==> src/rtl/core/lpd_pkg.sv <==
`timescale 1ns / 1ps
// ----------------------------------------------------------------------------
// lpd_pkg: shared types for the length-prefix deframer
// Slot table entry, request command codes and the per-request update result.
// ----------------------------------------------------------------------------
package lpd_pkg;

	localparam int PROG_W = 3;
	localparam int LEN_W  = 32;
	localparam int BYTE_W = 8;
	localparam int SLOT_W = 6;

	typedef enum logic {
		CMD_DATA  = 1'b0,
		CMD_CLEAR = 1'b1
	} cmd_t;

	typedef struct packed {
		logic [PROG_W-1:0] progress;
		logic [LEN_W-1:0]  remaining;
		logic              started;
	} slot_entry_t;

	typedef struct packed {
		logic              write;
		slot_entry_t       entry;
		logic              res_valid;
		logic [BYTE_W-1:0] res_byte;
		logic              res_first;
		logic              res_last;
		logic              res_empty;
	} upd_t;

endpackage

==> src/rtl/core/lpd_slot_mem.sv <==
`timescale 1ns / 1ps
// ----------------------------------------------------------------------------
// lpd_slot_mem: per-slot state memory
// One write port, one registered read port; a write to the entry being read
// at the same edge is forwarded to the read data.
// ----------------------------------------------------------------------------
module lpd_slot_mem #(
	parameter int DEPTH  = 64,
	parameter int ADDR_W = 6
) (
	input  logic                clk,
	input  logic                wr_en,
	input  logic [ADDR_W-1:0]   wr_addr,
	input  lpd_pkg::slot_entry_t wr_data,
	input  logic                rd_en,
	input  logic [ADDR_W-1:0]   rd_addr,
	output lpd_pkg::slot_entry_t rd_data
);
	import lpd_pkg::*;

	slot_entry_t mem_q [DEPTH];
	slot_entry_t rd_data_q;

	always_ff @(posedge clk) begin
		if (wr_en) begin
			mem_q[wr_addr] <= wr_data;
		end
	end

	// Read-before-write memory; bypass the write that lands on the same entry.
	always_ff @(posedge clk) begin
		if (rd_en) begin
			if (wr_en && (wr_addr == rd_addr)) begin
				rd_data_q <= wr_data;
			end else begin
				rd_data_q <= mem_q[rd_addr];
			end
		end
	end

	assign rd_data = rd_data_q;

endmodule

==> src/rtl/core/lpd_update.sv <==
`timescale 1ns / 1ps
// ----------------------------------------------------------------------------
// lpd_update: slot state update
// Computes the new slot entry and the result for one data or clear request.
// ----------------------------------------------------------------------------
module lpd_update #(
	parameter int HEAD_BYTES = 4
) (
	input  logic                      in_range,
	input  lpd_pkg::cmd_t             cmd,
	input  logic [lpd_pkg::BYTE_W-1:0] data_in,
	input  lpd_pkg::slot_entry_t      cur,
	output lpd_pkg::upd_t             upd
);
	import lpd_pkg::*;

	localparam logic [PROG_W-1:0] HEAD_CNT = PROG_W'(HEAD_BYTES);

	logic [PROG_W-1:0] prog_inc;
	logic [LEN_W-1:0]  len_shift;
	logic [LEN_W-1:0]  len_dec;

	assign prog_inc  = cur.progress + PROG_W'(1);
	assign len_shift = {cur.remaining[LEN_W-BYTE_W-1:0], data_in};
	assign len_dec   = cur.remaining - LEN_W'(1);

	always_comb begin
		upd           = '0;
		upd.res_byte  = data_in;
		if (!in_range) begin
			upd.write = 1'b0;
		end else if (cmd == CMD_CLEAR) begin
			upd.write = 1'b1;
		end else if (cur.progress < HEAD_CNT) begin
			// Header byte: shift into the length.
			upd.write           = 1'b1;
			upd.entry.progress  = prog_inc;
			upd.entry.remaining = len_shift;
			upd.entry.started   = 1'b0;
			if ((prog_inc >= HEAD_CNT) && (len_shift == '0)) begin
				upd.entry     = '0;
				upd.res_valid = 1'b1;
				upd.res_byte  = '0;
				upd.res_empty = 1'b1;
			end
		end else begin
			// Payload byte.
			upd.write           = 1'b1;
			upd.res_valid       = 1'b1;
			upd.res_first       = !cur.started;
			upd.res_last        = (len_dec == '0);
			upd.entry.progress  = cur.progress;
			upd.entry.remaining = len_dec;
			upd.entry.started   = 1'b1;
			if (len_dec == '0) begin
				upd.entry = '0;
			end
		end
	end

endmodule

==> src/rtl/core/length_prefix_deframer.sv <==
`timescale 1ns / 1ps
// ----------------------------------------------------------------------------
// length_prefix_deframer: multi-connection length-prefixed message splitter
// Each slot's byte stream carries a big-endian length header followed by
// that many payload bytes; payload bytes leave with first/last marks.
// ----------------------------------------------------------------------------
//
//  Channel  Handshake             Payload
//  -------  --------------------  ---------------------------------------------
//  in       in_valid / in_ready   command, conn_slot, data_byte
//  out      out_valid / out_ready out_slot, payload_byte, first_of_message,
//                                 last_of_message, empty_message
//
// One request per clock sustained while the output is not stalled; the slot entry
// is read into the memory's read register when the request is accepted, and
// the result then lands in the output register, from which it can leave.
// The slot state lives in one synchronous memory: read at acceptance, updated
// and written back when the request leaves the update stage. A request to
// the slot just updated takes the write data through the memory's bypass, so
// back-to-back requests to one slot run at full rate.
// After reset a clearing pass writes every slot to zero with in_ready low.
// A stall on out_ready holds the update stage, and after the clearing pass
// the input stalls only when that stage holds a result that cannot move.
// ----------------------------------------------------------------------------
module length_prefix_deframer #(
	parameter int NUM_SLOTS  = 64,
	parameter int HEAD_BYTES = 4
) (
	input  logic                        clk,
	input  logic                        arst_n,
	input  logic                        in_valid,
	output logic                        in_ready,
	input  logic                        command,
	input  logic [lpd_pkg::SLOT_W-1:0]  conn_slot,
	input  logic [lpd_pkg::BYTE_W-1:0]  data_byte,
	output logic                        out_valid,
	input  logic                        out_ready,
	output logic [lpd_pkg::SLOT_W-1:0]  out_slot,
	output logic [lpd_pkg::BYTE_W-1:0]  payload_byte,
	output logic                        first_of_message,
	output logic                        last_of_message,
	output logic                        empty_message
);
	import lpd_pkg::*;

	localparam int IDX_W = (NUM_SLOTS > 1) ? $clog2(NUM_SLOTS) : 1;
	localparam int CMP_W = 13;
	localparam logic [IDX_W-1:0] LAST_IDX = IDX_W'(NUM_SLOTS - 1);

	typedef enum logic [1:0] {
		ST_CLEAR = 2'b01,
		ST_RUN   = 2'b10
	} state_t;

	state_t             state_q;
	logic [IDX_W-1:0]   clr_idx_q;

	logic [CMP_W-1:0]   slot_ext;
	logic               in_accept;

	logic               valid_s1;
	cmd_t               cmd_s1;
	logic [SLOT_W-1:0]  slot_s1;
	logic [IDX_W-1:0]   idx_s1;
	logic [BYTE_W-1:0]  byte_s1;
	logic               in_range_s1;

	slot_entry_t        rd_entry;
	slot_entry_t        wr_entry;
	logic               wr_en;
	logic [IDX_W-1:0]   wr_addr;
	upd_t               upd;
	logic               s1_advance;
	logic               out_load;

	logic               out_valid_q;
	logic [SLOT_W-1:0]  out_slot_q;
	logic [BYTE_W-1:0]  out_byte_q;
	logic               out_first_q;
	logic               out_last_q;
	logic               out_empty_q;

	assign slot_ext  = CMP_W'(conn_slot);
	assign in_accept = in_valid && in_ready;

	// Advance the update stage unless its result is blocked by a full output.
	assign s1_advance = valid_s1 && (!upd.res_valid || !out_valid_q || out_ready);
	assign in_ready   = (state_q == ST_RUN) && (!valid_s1 || s1_advance);
	assign out_load   = s1_advance && upd.res_valid;

	// Clearing pass after reset: sweep every slot to zero.
	always_ff @(posedge clk or negedge arst_n) begin
		if (!arst_n) begin
			state_q   <= ST_CLEAR;
			clr_idx_q <= '0;
		end else begin
			case (state_q)
				ST_CLEAR: begin
					clr_idx_q <= clr_idx_q + IDX_W'(1);
					if (clr_idx_q == LAST_IDX) begin
						state_q <= ST_RUN;
					end
				end
				ST_RUN: begin
					state_q <= ST_RUN;
				end
				default: begin
					state_q <= ST_CLEAR;
				end
			endcase
		end
	end

	// Update stage: holds the request while its slot entry is read.
	always_ff @(posedge clk or negedge arst_n) begin
		if (!arst_n) begin
			valid_s1 <= 1'b0;
		end else if (in_accept) begin
			valid_s1 <= 1'b1;
		end else if (s1_advance) begin
			valid_s1 <= 1'b0;
		end
	end

	always_ff @(posedge clk) begin
		if (in_accept) begin
			cmd_s1      <= cmd_t'(command);
			slot_s1     <= conn_slot;
			idx_s1      <= slot_ext[IDX_W-1:0];
			byte_s1     <= data_byte;
			in_range_s1 <= (slot_ext < CMP_W'(NUM_SLOTS));
		end
	end

	// Write back once per in-range request, when it leaves the update stage.
	assign wr_en    = (state_q == ST_CLEAR) || (s1_advance && upd.write);
	assign wr_addr  = (state_q == ST_CLEAR) ? clr_idx_q : idx_s1;
	assign wr_entry = (state_q == ST_CLEAR) ? slot_entry_t'('0) : upd.entry;

	lpd_slot_mem #(
		.DEPTH  (NUM_SLOTS),
		.ADDR_W (IDX_W)
	) u_mem (
		.clk     (clk),
		.wr_en   (wr_en),
		.wr_addr (wr_addr),
		.wr_data (wr_entry),
		.rd_en   (in_accept),
		.rd_addr (slot_ext[IDX_W-1:0]),
		.rd_data (rd_entry)
	);

	lpd_update #(
		.HEAD_BYTES (HEAD_BYTES)
	) u_upd (
		.in_range (in_range_s1),
		.cmd      (cmd_s1),
		.data_in  (byte_s1),
		.cur      (rd_entry),
		.upd      (upd)
	);

	// Output register: parts the update stage from the consumer.
	always_ff @(posedge clk or negedge arst_n) begin
		if (!arst_n) begin
			out_valid_q <= 1'b0;
		end else if (out_load) begin
			out_valid_q <= 1'b1;
		end else if (out_ready) begin
			out_valid_q <= 1'b0;
		end
	end

	always_ff @(posedge clk) begin
		if (out_load) begin
			out_slot_q  <= slot_s1;
			out_byte_q  <= upd.res_byte;
			out_first_q <= upd.res_first;
			out_last_q  <= upd.res_last;
			out_empty_q <= upd.res_empty;
		end
	end

	assign out_valid        = out_valid_q;
	assign out_slot         = out_slot_q;
	assign payload_byte     = out_byte_q;
	assign first_of_message = out_first_q;
	assign last_of_message  = out_last_q;
	assign empty_message    = out_empty_q;

`ifndef NO_ASSERTIONS
	a_no_accept_in_clear: assert property (@(posedge clk) disable iff (!arst_n)
		(state_q == ST_CLEAR) |-> !in_ready)
		else $error("request accepted during clearing pass");

	a_ready_means_room: assert property (@(posedge clk) disable iff (!arst_n)
		(in_ready && valid_s1) |-> s1_advance)
		else $error("request accepted over a held update stage");

	a_wr_in_range: assert property (@(posedge clk) disable iff (!arst_n)
		wr_en |-> (wr_addr <= LAST_IDX))
		else $error("slot write beyond table");

	a_load_needs_room: assert property (@(posedge clk) disable iff (!arst_n)
		out_load |-> (!out_valid_q || out_ready))
		else $error("output register overwritten");
`endif

endmodule
==> config.mk <==
export PLATFORM = sky130hd
export DESIGN_NAME = length_prefix_deframer
export DESIGN_NICKNAME = d
export VERILOG_FILES = /design/src/rtl/core/lpd_pkg.sv /design/src/rtl/core/lpd_slot_mem.sv /design/src/rtl/core/lpd_update.sv /design/src/rtl/core/length_prefix_deframer.sv
export SDC_FILE = /design/constraint.sdc
export NUM_CORES = 2
export LEC_CHECK = 0
export BUFFER_PORTS_ARGS = -buffer_cell sky130_fd_sc_hd__buf_2
export CORE_ASPECT_RATIO = 0.8
export CORE_MARGIN = 10
export CORE_UTILIZATION = 45
export CTS_CLUSTER_SIZE = 25
export DETAILED_ROUTE_END_ITERATION = 10
export PLACE_DENSITY_LB_ADDON = 0.25
export SYNTH_ARGS = -nofsm -noshare
export SYNTH_HDL_FRONTEND = slang
export SYNTH_SLANG_ARGS = --single-unit
export TNS_END_PERCENT = 50
==> constraint.sdc <==
create_clock -name clk -period 5.5 [get_ports clk]
set_input_delay 0.55 -clock clk [delete_from_list [all_inputs] [get_ports clk]]
set_output_delay 0.55 -clock clk [all_outputs]
set_load 0.005 [all_outputs]
==> impl_metrics.yaml <==
final_layout:
  final_cell_mix: "2372 x edfxtp_1, 710 x mux4_2, 221 x clkbuf_16, 169 x buf_4, 78 x nand2_1"
  finalInstanceArea_um2: 104500
  drive_gt1_share_pct: 31.96
  final_nets: 4160
  n_fill_cell: 15580
  syn_to_final_growth_pct: 13.54
  layout_commonest_cell: "edfxtp_1"
cts:
  cts_root_buf: "clkbuf_16"
  cts_tree: "done"
  clock_latency_ps: 840
  clkTransAtPathRegs_ps: 70
  clkSinkCount: 2382
  htreeDepth: 4
  cts_buffers: 217
  clk_path_buf_depth: 3
die:
  rows: 148
  fp.dieW_um: 525.6
  die_h_um: 424.4
  num_io_pins: 38
  initial_core_util_pct: 45.25
  coreArea_um2: 203300
  dieArea_um2: 223100
global_routing:
  grt_pass1_vias: 41840
  antenna_found_initial: 27
  grt_max_degree: 73
  grt_pass1_wl_mm: 326.5
  gr-total-overflow: 0
  grt_usage_pct: 20.35
timing:
  relSlewSlack_pct: 13.68
  skew_ps: 56.05
  tns_ps: 0
  rsz0062_at_grt: "false"
  worst_slew_pin_slew_ps: 1292
  fin_crit_sh_pct: 82.84
  final-hold-violation-count: 0
  period_needed_ps: 4556
  finalSetupViolations: 0
  maxSlewViolCount: 0
  timing.hold.ws_ps: 148.4
  max_freq_ghz: 0.2195
drt:
  drc: 0
  vias_per_cell: 6.105
  ant_nets: 0
  vias: 42850
  drt_iter0_drc: 5841
  dr.pass1.iters: 5
  wl_per_cell_um: 32.74
  wirelength_mm: 229.8
worst_setup_path:
  end_kind: "output port"
  crit_path_max_fanout: 11
  critPathRequiredTime_ps: 4950
  worstSetupStartpointType: "register"
  cp.arrival_ps: 4010
  crit_type: "register to output port"
status:
  status: "finished, final reports clean"
synthesis:
  synth_top_area_share_pct: 77.41
  syn-num-nets: 3909
  synth-edff-count: 2372
  syn_inst: 3883
  synthArstFlopShare_pct: 0.4198
  seq_area_frac_synth_pct: 77.69
  ys_warn_count: 0
  synth.ff_latch_count: 2382
  netlist_area_um2: 92010
  synth_cell_types: 71
  yosys.area.top_type: "edfxtp_1"
  synth_ff_type: "edfxtp_1"
  synth_area_leaders: "edfxtp_1 77%, mux4_2 17%, buf_2 0.42%"
  avgSynthCellArea_um2: 23.70
placed_design:
  place_area_um2: 97430
  hpwl_mm: 143.4
  portBuffers: 37
  gp_congestion: 0.8955
flow_run:
  maxCapViolCount: 0
min_path:
  hold_class: "input pin to register"
power:
  max-vdd-ir-drop_v: 0.0003321
  powerDensity_nw_per_um2: 337.9
  finalPower_w: 0.03530
  leakage_nw: 27.45
sequential cells by signal, indices dropped and copies added (netlist names), 2 cells and up:
signal         cells
clr_idx_q          6
u_mem.mem_q     2304
state_q            2
payload_byte       8
u_mem.rd_data     36
byte_s1            8
idx_s1             6
out_slot           6
where the power goes:
group	total [W]	internal (W)	switching, W
clock	0.0148	0.00824	0.00652
combinational	0.000882	0.000390	0.000492
sequential	0.0197	0.0197	0.0000000000000000000138
total	0.0353	0.0283	0.00701
area by class of cell:
| type | count | area, µm² | share of cell area [%] |
|---|---|---|---|
| clock inverter | 126 | 1174 | 1.123 |
| multi-input combinational | 1276 | 20440 | 19.57 |
| clock buffer | 274 | 5749 | 5.503 |
| antenna | 4 | 10.01 | 0.009582 |
| sequential | 2382 | 71480 | 68.42 |
| timing repair buffer | 245 | 2186 | 2.092 |
| inverter | 12 | 45.04 | 0.04312 |
| tap | 2700 | 3378 | 3.234 |
layer usage:
layer,vias to the layer above,global-route usage (%),wire length (µm)
met1,23280,30.86,99180
li1,17280,-,-
met4,8,4.381,5005
met2,1995,28.91,100400
met3,285,6.611,25180
met5,-,0.1692,99
synthesized netlist by cell type (11+ instances only):
| library cell | count |
|---|---|
| edfxtp_1 | 2372 |
| mux4_2 | 710 |
| clkbuf_1 | 102 |
| nor2_1 | 98 |
| nand2_1 | 79 |
| buf_2 | 78 |
| o22ai_1 | 36 |
| o21ai_0 | 30 |
| a22oi_1 | 29 |
| xnor2_1 | 25 |
| buf_1 | 23 |
| nand3_1 | 21 |
| a21o_1 | 18 |
| a21oi_1 | 17 |
| nor3_1 | 16 |
| mux2i_1 | 15 |
| xor2_1 | 14 |
| a22o_1 | 13 |
| inv_1 | 12 |
| o31ai_1 | 11 |
logic make-up (layout without fill, tap and decap cells):
logic type / count (synthesis) / count (layout) / share of synthesized area [%]
xor gates and xnor gates: 39 / 39 / 0.3712
AOI/OAI and AO/OA: 205 / 205 / 1.562
other: 0 / 4 / 0
adders and majority gates: 7 / 7 / 0.09519
DFF: 2382 / 2382 / 77.69
muxes: 726 / 726 / 17.55
buffers and inverters: 225 / 657 / 1.089
and+or+nand+nor: 299 / 299 / 1.640
metrics by stage:
step | worst slack [ps] | cells | utilization, %
after floorplan | 393.1 | 3883 | -
after global placement | 1237 | 6605 | 47.92
after detailed placement | 1223 | 6605 | 47.92
after CTS | 884.2 | 7015 | 51.37
after global routing | 737.3 | 7017 | 51.38
final | 943.9 | 7019 | 51.38
worst max-delay path: stages (launching register included):
cell and delay, ps:
edfxtp_1 520, nor4_4 510, and4_1 550, a31oi_2 290, or3b_2 640, nor2_1 320
nor2b_1 170, buf_2 160
path summary, 6_finish.rpt:
| path | start | end | slack (ps) | depth (start not counted) |
|---|---|---|---|---|
| max | u_mem.rd_data[5] | in_ready | 940 | 7 |
| min | in_valid | valid_s1 | 150 | 3 |
| max reg2reg | u_mem.rd_data[1] | u_mem.mem_q[15][12] | 1120 | 10 |
| min reg2reg | idx_s1[4] | out_slot[4] | 510 | 0 |
| max in group asynchronous | arst_n | state_q[0] | 4960 | 2 |
| min in group asynchronous | arst_n | out_valid | 210 | 2 |
repair_timing:
item | in CTS | in global routing
hold buffers | 10 | 0
buffers inserted | 0 | 0
gates resized for setup | 0 | 0
hold endpoints to repair | 19 | 0
No activity file was read; power rests on OpenSTA's default activity.
